==> config.mk <==
export PLATFORM = sky130hd
export DESIGN_NAME = white_blob_steering_detector_flat
export DESIGN_NICKNAME = d
export VERILOG_FILES = /design/src/hdl/wbsd_pkg.sv /design/src/hdl/wbsd_channels.sv /design/src/hdl/white_blob_steering_detector.sv /design/src/flat_wrapper.sv
export SDC_FILE = /design/constraint.sdc
export NUM_CORES = 2
export LEC_CHECK = 0
export BUFFER_PORTS_ARGS = -buffer_cell sky130_fd_sc_hd__buf_2
export CORE_MARGIN = 3
export CORE_UTILIZATION = 55
export DETAILED_ROUTE_END_ITERATION = 12
export HOLD_SLACK_MARGIN = 0.12
export PLACE_DENSITY = 0.79
export SLEW_MARGIN = 20
export SYNTH_ARGS = -nofsm -noshare
export SYNTH_HDL_FRONTEND = slang
export SYNTH_SLANG_ARGS = --single-unit
==> constraint.sdc <==
create_clock -name clk -period 19.6 [get_ports clk]
set_input_delay 0 -clock clk [delete_from_list [all_inputs] [get_ports clk]]
set_output_delay 0 -clock clk [all_outputs]
set_load 0.005 [all_outputs]
==> src/hdl/wbsd_pkg.sv <==
`timescale 1ns / 1ps
// ----------------------------------------------------------------------------
// wbsd_pkg
// Shared widths, reset values, register indexes and command codes of the
// white blob steering detector.
// ----------------------------------------------------------------------------
package wbsd_pkg;

  // Pixel and configuration field widths
  localparam int CHAN_W   = 8;
  localparam int COL_W    = 12;
  localparam int THR_W    = 8;
  localparam int SIDE_W   = 13;
  localparam int CFG_IDX_W = 2;
  localparam int CFG_DAT_W = 13;

  // Accumulator widths
  localparam int CNT_W    = 25;
  localparam int SUM_W    = 38;
  localparam int OFF_W    = COL_W + 2;

  // Default clamp on width and height
  localparam int MAX_IMAGE_SIDE_DEF = 4096;

  // Register reset values
  localparam logic [THR_W-1:0]  THR_RST    = 8'd250;
  localparam logic [SIDE_W-1:0] WIDTH_RST  = 13'd800;
  localparam logic [SIDE_W-1:0] HEIGHT_RST = 13'd800;

  // Configuration register indexes
  typedef enum logic [CFG_IDX_W-1:0] {
    CFG_THRESHOLD = 2'd0,
    CFG_WIDTH     = 2'd1,
    CFG_HEIGHT    = 2'd2
  } cfg_idx_t;

  // Turn command codes
  localparam logic signed [1:0] TURN_LEFT     = 2'sb01;
  localparam logic signed [1:0] TURN_STRAIGHT = 2'sb00;
  localparam logic signed [1:0] TURN_RIGHT    = 2'sb11;

endpackage

==> src/hdl/wbsd_channels.sv <==
`timescale 1ns / 1ps
// ----------------------------------------------------------------------------
// wbsd channels
// Valid/ready channels for pixels, drive commands and register writes.
// ----------------------------------------------------------------------------
interface wbsd_in_if;
  logic                         valid;
  logic                         ready;
  logic [wbsd_pkg::CHAN_W-1:0]  red;
  logic [wbsd_pkg::CHAN_W-1:0]  green;
  logic [wbsd_pkg::CHAN_W-1:0]  blue;
  logic [wbsd_pkg::COL_W-1:0]   column;
  logic                         end_of_frame;

  modport source (output valid, red, green, blue, column, end_of_frame, input ready);
  modport sink   (input valid, red, green, blue, column, end_of_frame, output ready);
endinterface

interface wbsd_out_if;
  logic              valid;
  logic              ready;
  logic              forward;
  logic signed [1:0] turn;
  logic              ball_seen;
  logic              too_close;

  modport source (output valid, forward, turn, ball_seen, too_close, input ready);
  modport sink   (input valid, forward, turn, ball_seen, too_close, output ready);
endinterface

interface wbsd_cfg_if;
  logic                           valid;
  logic                           ready;
  logic [wbsd_pkg::CFG_IDX_W-1:0] index;
  logic [wbsd_pkg::CFG_DAT_W-1:0] data;

  modport source (output valid, index, data, input ready);
  modport sink   (input valid, index, data, output ready);
endinterface

==> src/hdl/white_blob_steering_detector.sv <==
`timescale 1ns / 1ps
// ----------------------------------------------------------------------------
// white_blob_steering_detector
// Counts white pixels of a frame and their byte offsets, and at the end of
// the frame issues a drive command when it differs from the last one.
// ----------------------------------------------------------------------------
// Takes one pixel per clock. A pixel passes through four registered stages:
// input register, accumulate, multiply (W*count, W*H, 20*count) and decide;
// the command lands in the output register when the decide stage issues it.
// The only stall comes from the decide stage: when a frame's command
// must be issued while the output register still holds an untaken command,
// the whole pipeline and in_if.ready hold until out_if.ready frees it.
// Register writes are always taken (cfg_if.ready is tied high) and are meant
// for idle periods; width and height are clamped to MAX_IMAGE_SIDE.
module white_blob_steering_detector #(
  parameter int MAX_IMAGE_SIDE = wbsd_pkg::MAX_IMAGE_SIDE_DEF
) (
  input  logic        clk,
  input  logic        rst_n,
  wbsd_in_if.sink     in_if,
  wbsd_out_if.source  out_if,
  wbsd_cfg_if.sink    cfg_if
);

  localparam int CW  = wbsd_pkg::CNT_W;
  localparam int SW  = wbsd_pkg::SUM_W;
  localparam int XW  = wbsd_pkg::SIDE_W;
  localparam int WCW = XW + CW;       // W * count
  localparam int WHW = 2 * XW;        // W * H
  localparam int C20W = CW + 5;       // 20 * count

  // Configuration registers
  logic [wbsd_pkg::THR_W-1:0] thr_r;
  logic [XW-1:0]              width_r;
  logic [XW-1:0]              height_r;

  // Input stage
  logic                          p_v_r;
  logic [wbsd_pkg::CHAN_W-1:0]   p_red_r, p_green_r, p_blue_r;
  logic [wbsd_pkg::COL_W-1:0]    p_col_r;
  logic                          p_eof_r;

  // Accumulators and frame totals
  logic [CW-1:0] acc_cnt_r;
  logic [SW-1:0] acc_sum_r;
  logic          fr_v_r;
  logic [CW-1:0] fr_cnt_r;
  logic [SW-1:0] fr_sum_r;

  // Multiply stage
  logic            m_v_r;
  logic            m_seen_r;
  logic [SW-1:0]   m_sum_r;
  logic [WCW-1:0]  m_wc_r;
  logic [WHW-1:0]  m_wh_r;
  logic [C20W-1:0] m_c20_r;

  // Command state and output register
  logic              last_fwd_r;
  logic signed [1:0] last_turn_r;
  logic              o_v_r;
  logic              o_fwd_r;
  logic signed [1:0] o_turn_r;
  logic              o_seen_r;
  logic              o_close_r;

  logic              adv;
  logic              white;
  logic [CW-1:0]     cnt_nxt;
  logic [SW:0]       sum_add;
  logic [SW-1:0]     sum_nxt;
  logic [wbsd_pkg::OFF_W-1:0] off;
  logic [XW-1:0]     w_cl, h_cl;
  logic [WCW:0]      wc2;
  logic              lt1, lt2, close, fwd, emit;
  logic signed [1:0] turn;

  // Register writes
  assign cfg_if.ready = 1'b1;

  always_ff @(posedge clk) begin
    if (!rst_n) begin
      thr_r    <= wbsd_pkg::THR_RST;
      width_r  <= wbsd_pkg::WIDTH_RST;
      height_r <= wbsd_pkg::HEIGHT_RST;
    end else if (cfg_if.valid) begin
      unique case (cfg_if.index)
        wbsd_pkg::CFG_THRESHOLD: thr_r    <= cfg_if.data[wbsd_pkg::THR_W-1:0];
        wbsd_pkg::CFG_WIDTH:     width_r  <= cfg_if.data;
        wbsd_pkg::CFG_HEIGHT:    height_r <= cfg_if.data;
        default: ;
      endcase
    end
  end

  // Clamp sides to the configured maximum
  assign w_cl = (32'(width_r)  > MAX_IMAGE_SIDE) ? XW'(MAX_IMAGE_SIDE) : width_r;
  assign h_cl = (32'(height_r) > MAX_IMAGE_SIDE) ? XW'(MAX_IMAGE_SIDE) : height_r;

  // Decide stage: turn and forward from the frame totals
  assign wc2   = {m_wc_r, 1'b0};
  assign lt1   = m_sum_r < m_wc_r;
  assign lt2   = {{(WCW+1-SW){1'b0}}, m_sum_r} < wc2;
  assign close = m_c20_r > {{(C20W-WHW){1'b0}}, m_wh_r};
  assign fwd   = m_seen_r && !close;

  always_comb begin
    if (!m_seen_r) begin
      turn = wbsd_pkg::TURN_STRAIGHT;
    end else if (lt1) begin
      turn = wbsd_pkg::TURN_LEFT;
    end else if (lt2) begin
      turn = wbsd_pkg::TURN_STRAIGHT;
    end else begin
      turn = wbsd_pkg::TURN_RIGHT;
    end
  end

  assign emit = m_v_r && ((fwd != last_fwd_r) || (turn != last_turn_r));

  // Hold the pipeline only when a new command meets a full output register
  assign adv         = !(emit && o_v_r && !out_if.ready);
  assign in_if.ready = adv;

  // Accumulate stage: white test and saturating sums
  assign white = (p_red_r > thr_r) && (p_green_r > thr_r) && (p_blue_r > thr_r);
  assign off   = {2'b00, p_col_r} + {1'b0, p_col_r, 1'b0};
  assign sum_add = {1'b0, acc_sum_r} + (SW+1)'(off);

  always_comb begin
    cnt_nxt = acc_cnt_r;
    sum_nxt = acc_sum_r;
    if (white) begin
      if (acc_cnt_r != {CW{1'b1}}) begin
        cnt_nxt = acc_cnt_r + CW'(1);
      end
      sum_nxt = sum_add[SW] ? {SW{1'b1}} : sum_add[SW-1:0];
    end
  end

  // Control state
  always_ff @(posedge clk) begin
    if (!rst_n) begin
      p_v_r       <= 1'b0;
      fr_v_r      <= 1'b0;
      m_v_r       <= 1'b0;
      acc_cnt_r   <= '0;
      acc_sum_r   <= '0;
      last_fwd_r  <= 1'b0;
      last_turn_r <= wbsd_pkg::TURN_STRAIGHT;
      o_v_r       <= 1'b0;
    end else begin
      if (adv) begin
        p_v_r  <= in_if.valid;
        fr_v_r <= p_v_r && p_eof_r;
        m_v_r  <= fr_v_r;
        if (p_v_r) begin
          acc_cnt_r <= p_eof_r ? '0 : cnt_nxt;
          acc_sum_r <= p_eof_r ? '0 : sum_nxt;
        end
        if (emit) begin
          last_fwd_r  <= fwd;
          last_turn_r <= turn;
        end
      end
      // Output valid: set on a new command, drop once taken
      if (adv && emit) begin
        o_v_r <= 1'b1;
      end else if (out_if.ready) begin
        o_v_r <= 1'b0;
      end
    end
  end

  // Payload registers
  always_ff @(posedge clk) begin
    if (adv) begin
      p_red_r   <= in_if.red;
      p_green_r <= in_if.green;
      p_blue_r  <= in_if.blue;
      p_col_r   <= in_if.column;
      p_eof_r   <= in_if.end_of_frame;
      fr_cnt_r  <= cnt_nxt;
      fr_sum_r  <= sum_nxt;
      m_seen_r  <= fr_cnt_r != '0;
      m_sum_r   <= fr_sum_r;
      m_wc_r    <= WCW'(w_cl) * WCW'(fr_cnt_r);
      m_wh_r    <= WHW'(w_cl) * WHW'(h_cl);
      m_c20_r   <= {fr_cnt_r, 4'b0000} + {2'b00, fr_cnt_r, 2'b00} + C20W'(0);
      if (emit) begin
        o_fwd_r   <= fwd;
        o_turn_r  <= turn;
        o_seen_r  <= m_seen_r;
        o_close_r <= close;
      end
    end
  end

  assign out_if.valid     = o_v_r;
  assign out_if.forward   = o_fwd_r;
  assign out_if.turn      = o_turn_r;
  assign out_if.ball_seen = o_seen_r;
  assign out_if.too_close = o_close_r;

endmodule
==> src/flat_wrapper.sv <==
// flat-port wrapper written by rule: the top's interface ports become plain ports
module white_blob_steering_detector_flat 
#(
  parameter int MAX_IMAGE_SIDE = wbsd_pkg::MAX_IMAGE_SIDE_DEF
)
  (clk, rst_n, in_if_valid, in_if_red, in_if_green, in_if_blue, in_if_column, in_if_end_of_frame, in_if_ready, out_if_valid, out_if_forward, out_if_turn, out_if_ball_seen, out_if_too_close, out_if_ready, cfg_if_valid, cfg_if_index, cfg_if_data, cfg_if_ready);
  wbsd_in_if in_if_i ();
  wbsd_out_if out_if_i ();
  wbsd_cfg_if cfg_if_i ();
  input  logic clk;
  input  logic rst_n;
  input wire logic [$bits(in_if_i.valid)-1:0] in_if_valid;
  input wire logic [$bits(in_if_i.red)-1:0] in_if_red;
  input wire logic [$bits(in_if_i.green)-1:0] in_if_green;
  input wire logic [$bits(in_if_i.blue)-1:0] in_if_blue;
  input wire logic [$bits(in_if_i.column)-1:0] in_if_column;
  input wire logic [$bits(in_if_i.end_of_frame)-1:0] in_if_end_of_frame;
  output wire logic [$bits(in_if_i.ready)-1:0] in_if_ready;
  output wire logic [$bits(out_if_i.valid)-1:0] out_if_valid;
  output wire logic [$bits(out_if_i.forward)-1:0] out_if_forward;
  output wire logic [$bits(out_if_i.turn)-1:0] out_if_turn;
  output wire logic [$bits(out_if_i.ball_seen)-1:0] out_if_ball_seen;
  output wire logic [$bits(out_if_i.too_close)-1:0] out_if_too_close;
  input wire logic [$bits(out_if_i.ready)-1:0] out_if_ready;
  input wire logic [$bits(cfg_if_i.valid)-1:0] cfg_if_valid;
  input wire logic [$bits(cfg_if_i.index)-1:0] cfg_if_index;
  input wire logic [$bits(cfg_if_i.data)-1:0] cfg_if_data;
  output wire logic [$bits(cfg_if_i.ready)-1:0] cfg_if_ready;
  assign in_if_i.valid = in_if_valid;
  assign in_if_i.red = in_if_red;
  assign in_if_i.green = in_if_green;
  assign in_if_i.blue = in_if_blue;
  assign in_if_i.column = in_if_column;
  assign in_if_i.end_of_frame = in_if_end_of_frame;
  assign in_if_ready = in_if_i.ready;
  assign out_if_valid = out_if_i.valid;
  assign out_if_forward = out_if_i.forward;
  assign out_if_turn = out_if_i.turn;
  assign out_if_ball_seen = out_if_i.ball_seen;
  assign out_if_too_close = out_if_i.too_close;
  assign out_if_i.ready = out_if_ready;
  assign cfg_if_i.valid = cfg_if_valid;
  assign cfg_if_i.index = cfg_if_index;
  assign cfg_if_i.data = cfg_if_data;
  assign cfg_if_ready = cfg_if_i.ready;
  white_blob_steering_detector #(.MAX_IMAGE_SIDE(MAX_IMAGE_SIDE)) u_core (.clk(clk), .rst_n(rst_n), .in_if(in_if_i), .out_if(out_if_i), .cfg_if(cfg_if_i));
endmodule
==> results.sh <==
export IMPL_worst_slack_ps=12000
export IMPL_skew_ps=24.27
export IMPL_hold_path_cell_count=2
export IMPL_end_kind="flop"
export IMPL_r2r_end="u_core.m_wc_r[35]"
export IMPL_drive_gt1_share_pct=5.657
export IMPL_synth_top_family_by_area="adder cells"
export IMPL_pwr_share_clk_pct=40.4
export IMPL_grt_overflow=0
export IMPL_clock_insertion_delay_worst_skew_ps=570
export IMPL_outcome="completed"
export IMPL_grt_max_degree=80
export IMPL_synth_nets=4214
export IMPL_clk_pin_slew_ps=60
export IMPL_initial_core_util_pct=55.82
export IMPL_r2r_start="u_core.width_r[12]"
export IMPL_final_util_pct=60.74
export IMPL_yosysTopAreaCellShare_pct=23.43
export IMPL_first_pass_iters=6
export IMPL_ys_top_cells_by_area="fa_1 23%, edfxtp_1 21%, ha_1 12%"
export IMPL_drtIter0Drc=1880
export IMPL_fin_total_pwr_mw=1.759
export IMPL_worstPathMaxFanout=63
export IMPL_finalHoldViolCount=0
export IMPL_wl_per_cell_um=18.16
export IMPL_power_density_nw_per_um2=48.87
export IMPL_synth_simple_gate_area_share_pct=16.19
export IMPL_yosys_warnings=0
export IMPL_synth_area_um2=33070
export IMPL_synthArstFlopShare_pct=0
export IMPL_min_period_over_period_pct=38.76
export IMPL_crit_type="flop to flop"
export IMPL_synth_xor_area_share_pct=3.046
export IMPL_cts_made_buffers=38
export IMPL_whs_endpoint="u_core.p_col_r[1]"
export IMPL_cts_tree="built"
export IMPL_layout_commonest_cell="inv_1"
export IMPL_clockRootBuffer="clkbuf_16"
export IMPL_numClockSinks=340
export IMPL_max_vdd_ir_drop_v=0.00007631
export IMPL_grt_antenna_before_repair=1
export IMPL_multiInputGateArea_um2=21220
export IMPL_syn_inst=3456
export IMPL_min_from="in_if_column[1]"
export IMPL_min_path_type="primary input to flop"
export IMPL_arrival_ps=7910
export IMPL_syn_to_final_growth_pct=8.816
export IMPL_p_comb_share_pct=14.4
export IMPL_synthFlopType="edfxtp_1"
export IMPL_portBuffers=63
export IMPL_synth_cell_types=76
export IMPL_cp_data_required_time_ps=19910
export IMPL_synth_compound_area_share_pct=8.797
export IMPL_finalHoldWorstSlack_ps=142.1
export IMPL_dp_cells=4193
export IMPL_crit_path_start_kind="flop"
export IMPL_ys_seq_elements=340
export IMPL_tns_ps=0
export IMPL_clockBufferDepth=3
export IMPL_drc_errors=0
export IMPL_crit_path_start="u_core.width_r[12]"
export IMPL_yosysTopAreaCell="fa_1"
export IMPL_routed_via_count=24558
export IMPL_io_pins=65
export IMPL_r2r_slack_ps=12000
export IMPL_grt_usage_pct=25.65
export IMPL_rr_worst_depth=23
export IMPL_rsz0062_at_grt="no"
export IMPL_grt_pass1_vias=25269
export IMPL_num_fill_cells=4808
export IMPL_place_area_um2=34110
export IMPL_cts_resized=0
export IMPL_routed_wl_um=78580
export IMPL_final_cell_area_um2=35980
export IMPL_seq_area_um2=9170
export IMPL_nets=4281
export IMPL_swShare_pct=26.30
export IMPL_hpwl_um=59050
export IMPL_grt_pass1_wl_um=129400
export IMPL_fp_dieH_um=251.2
export IMPL_setup_viol_count_final=0
export IMPL_fp_row_count=89
export IMPL_gp_congestion=0.9505
export IMPL_worst_pin_slew_ps=1140
export IMPL_yosysSeqAreaShare_pct=27.73
export IMPL_max_freq_mhz=131.6
export IMPL_power_frac_seq_pct=45.2
export IMPL_synthAdderAreaFrac_pct=35.31
export IMPL_dp_slack_ps=12090
export IMPL_die_w_um=251.2
export IMPL_synth_edf_count=236
export IMPL_internal_power_mw=1.296
export IMPL_final_cell_mix="578 x inv_1, 430 x nand2_1, 387 x fa_1, 314 x ha_1, 236 x edfxtp_1"
export IMPL_core_area_um2=59240
export IMPL_instances_no_fill=4326
export IMPL_route_antenna_remaining_nets=0
export IMPL_cap_violations=0
export IMPL_leakage_nw=17.28
export IMPL_finalMaxSlewViolations=0
export IMPL_htreeDepth=2
export IMPL_viasPerCell=5.677
export IMPL_max_slew_margin_rel_pct=23.02
export IMPL_avgSynthCellArea_um2=9.569
export IMPL_dieArea_um2=63100
export IMPL_fin_crit_ps=7598
export IMPL_p_switching_uw=462.5
export IMPL_synth_mux_area_share_pct=0.6470
export IMPL_diodes=0
worst max-delay path, cell delays in order, from the launching register on:
cell and delay, ps:
dfxtp_2 310, buf_4 500, nor2b_1 310, buf_4 300
and2_1 200, fa_1 480, inv_1 50, fa_1 530
inv_1 60, fa_1 480, fa_1 500, inv_1 50
fa_1 530, inv_1 50, ha_1 330, o21a_1 170
nor2_1 40, a211o_1 310, o311ai_0 710, a32oi_1 370
o31ai_1 530, a21oi_1 170, o21ai_0 230, xnor2_1 100
flip-flops by register name, summed over array words and instances, names as in the netlist, 2 cells and up:
signal,flops
u_core.thr_r,8
u_core.height_r,13
u_core.m_sum_r,38
u_core.p_red_r,8
u_core.m_wh_r,26
u_core.p_blue_r,8
u_core.m_wc_r,38
u_core.p_col_r,12
u_core.last_turn_r,2
u_core.fr_cnt_r,25
u_core.acc_cnt_r,25
u_core.out_if.turn,2
u_core.width_r,13
u_core.m_c20_r,28
u_core.acc_sum_r,38
u_core.p_green_r,8
u_core.fr_sum_r,38
final cells by class:
type / count / share of cell area [%]
Tap cell: 773 / 2.688
Multi-Input combinational cell: 2401 / 58.96
Inverter: 582 / 6.071
Timing Repair Buffer: 160 / 3.338
Clock inverter: 15 / 0.3581
Sequential cell: 340 / 25.48
Clock buffer: 55 / 3.102
per-layer routing:
layer | global-route usage (%) | vias to the layer above | share of wire [%]
met5 | 0 | - | 0
met3 | 6.094 | 206 | 9.4
met1 | 33.67 | 11999 | 40
li1 | - | 11382 | -
met4 | 8.984 | 0 | 3.7
met2 | 41.98 | 971 | 47
worst max-delay path by stage:
stage                     depth (start not counted)                 end  slack [ps]
after CTS                                        23   u_core.m_wc_r[35]       12050
after global placement                           23   u_core.m_wc_r[35]       12360
after global routing                             23   u_core.m_wc_r[35]       11550
after detailed placement                         23   u_core.m_wc_r[35]       12090
after floorplan                                   9  u_core.fr_cnt_r[0]        9240
final                                            23   u_core.m_wc_r[35]       12000
power groups by stage:
stage               sequential (mW)  clock [mW]  combinational (mW)
floorplan                     0.805           0               0.175
global placement              0.808           0               0.229
detailed placement            0.809           0               0.239
CTS                           0.794       0.721               0.250
global route                  0.795       0.750               0.285
finish                        0.794       0.710               0.254
cell usage after synthesis (all sizes together), types with 25 or more instances:
library cell	instances
dfxtp	104
nor3	31
inv	579
a211oi	25
ha	314
clkbuf	117
a31oi	35
nor2b	45
nand2	430
edfxtp	236
nor2	198
a21oi	146
xnor2	73
nand3	77
and2	168
and3	31
fa	387
o21ai	63
a21o	40
xor2	42
nand2b	55
nand4	30
what timing repair did:
action                     CTS  global route
setup endpoints to repair    0             0
hold buffers                63             0
buffers inserted             0             0
hold endpoints to repair    86             0
kinds of logic after synthesis:
group                    Yosys count
AND/OR/NAND/NOR                 1120
buffers and inverters            715
adder cells (fa/ha/maj)          701
AO/OA/AOI/OAI                    443
flip-flops                       340
XOR/XNOR                         115
multiplexers                      21
other                              1
No activity file was read; power rests on OpenSTA's default activity.
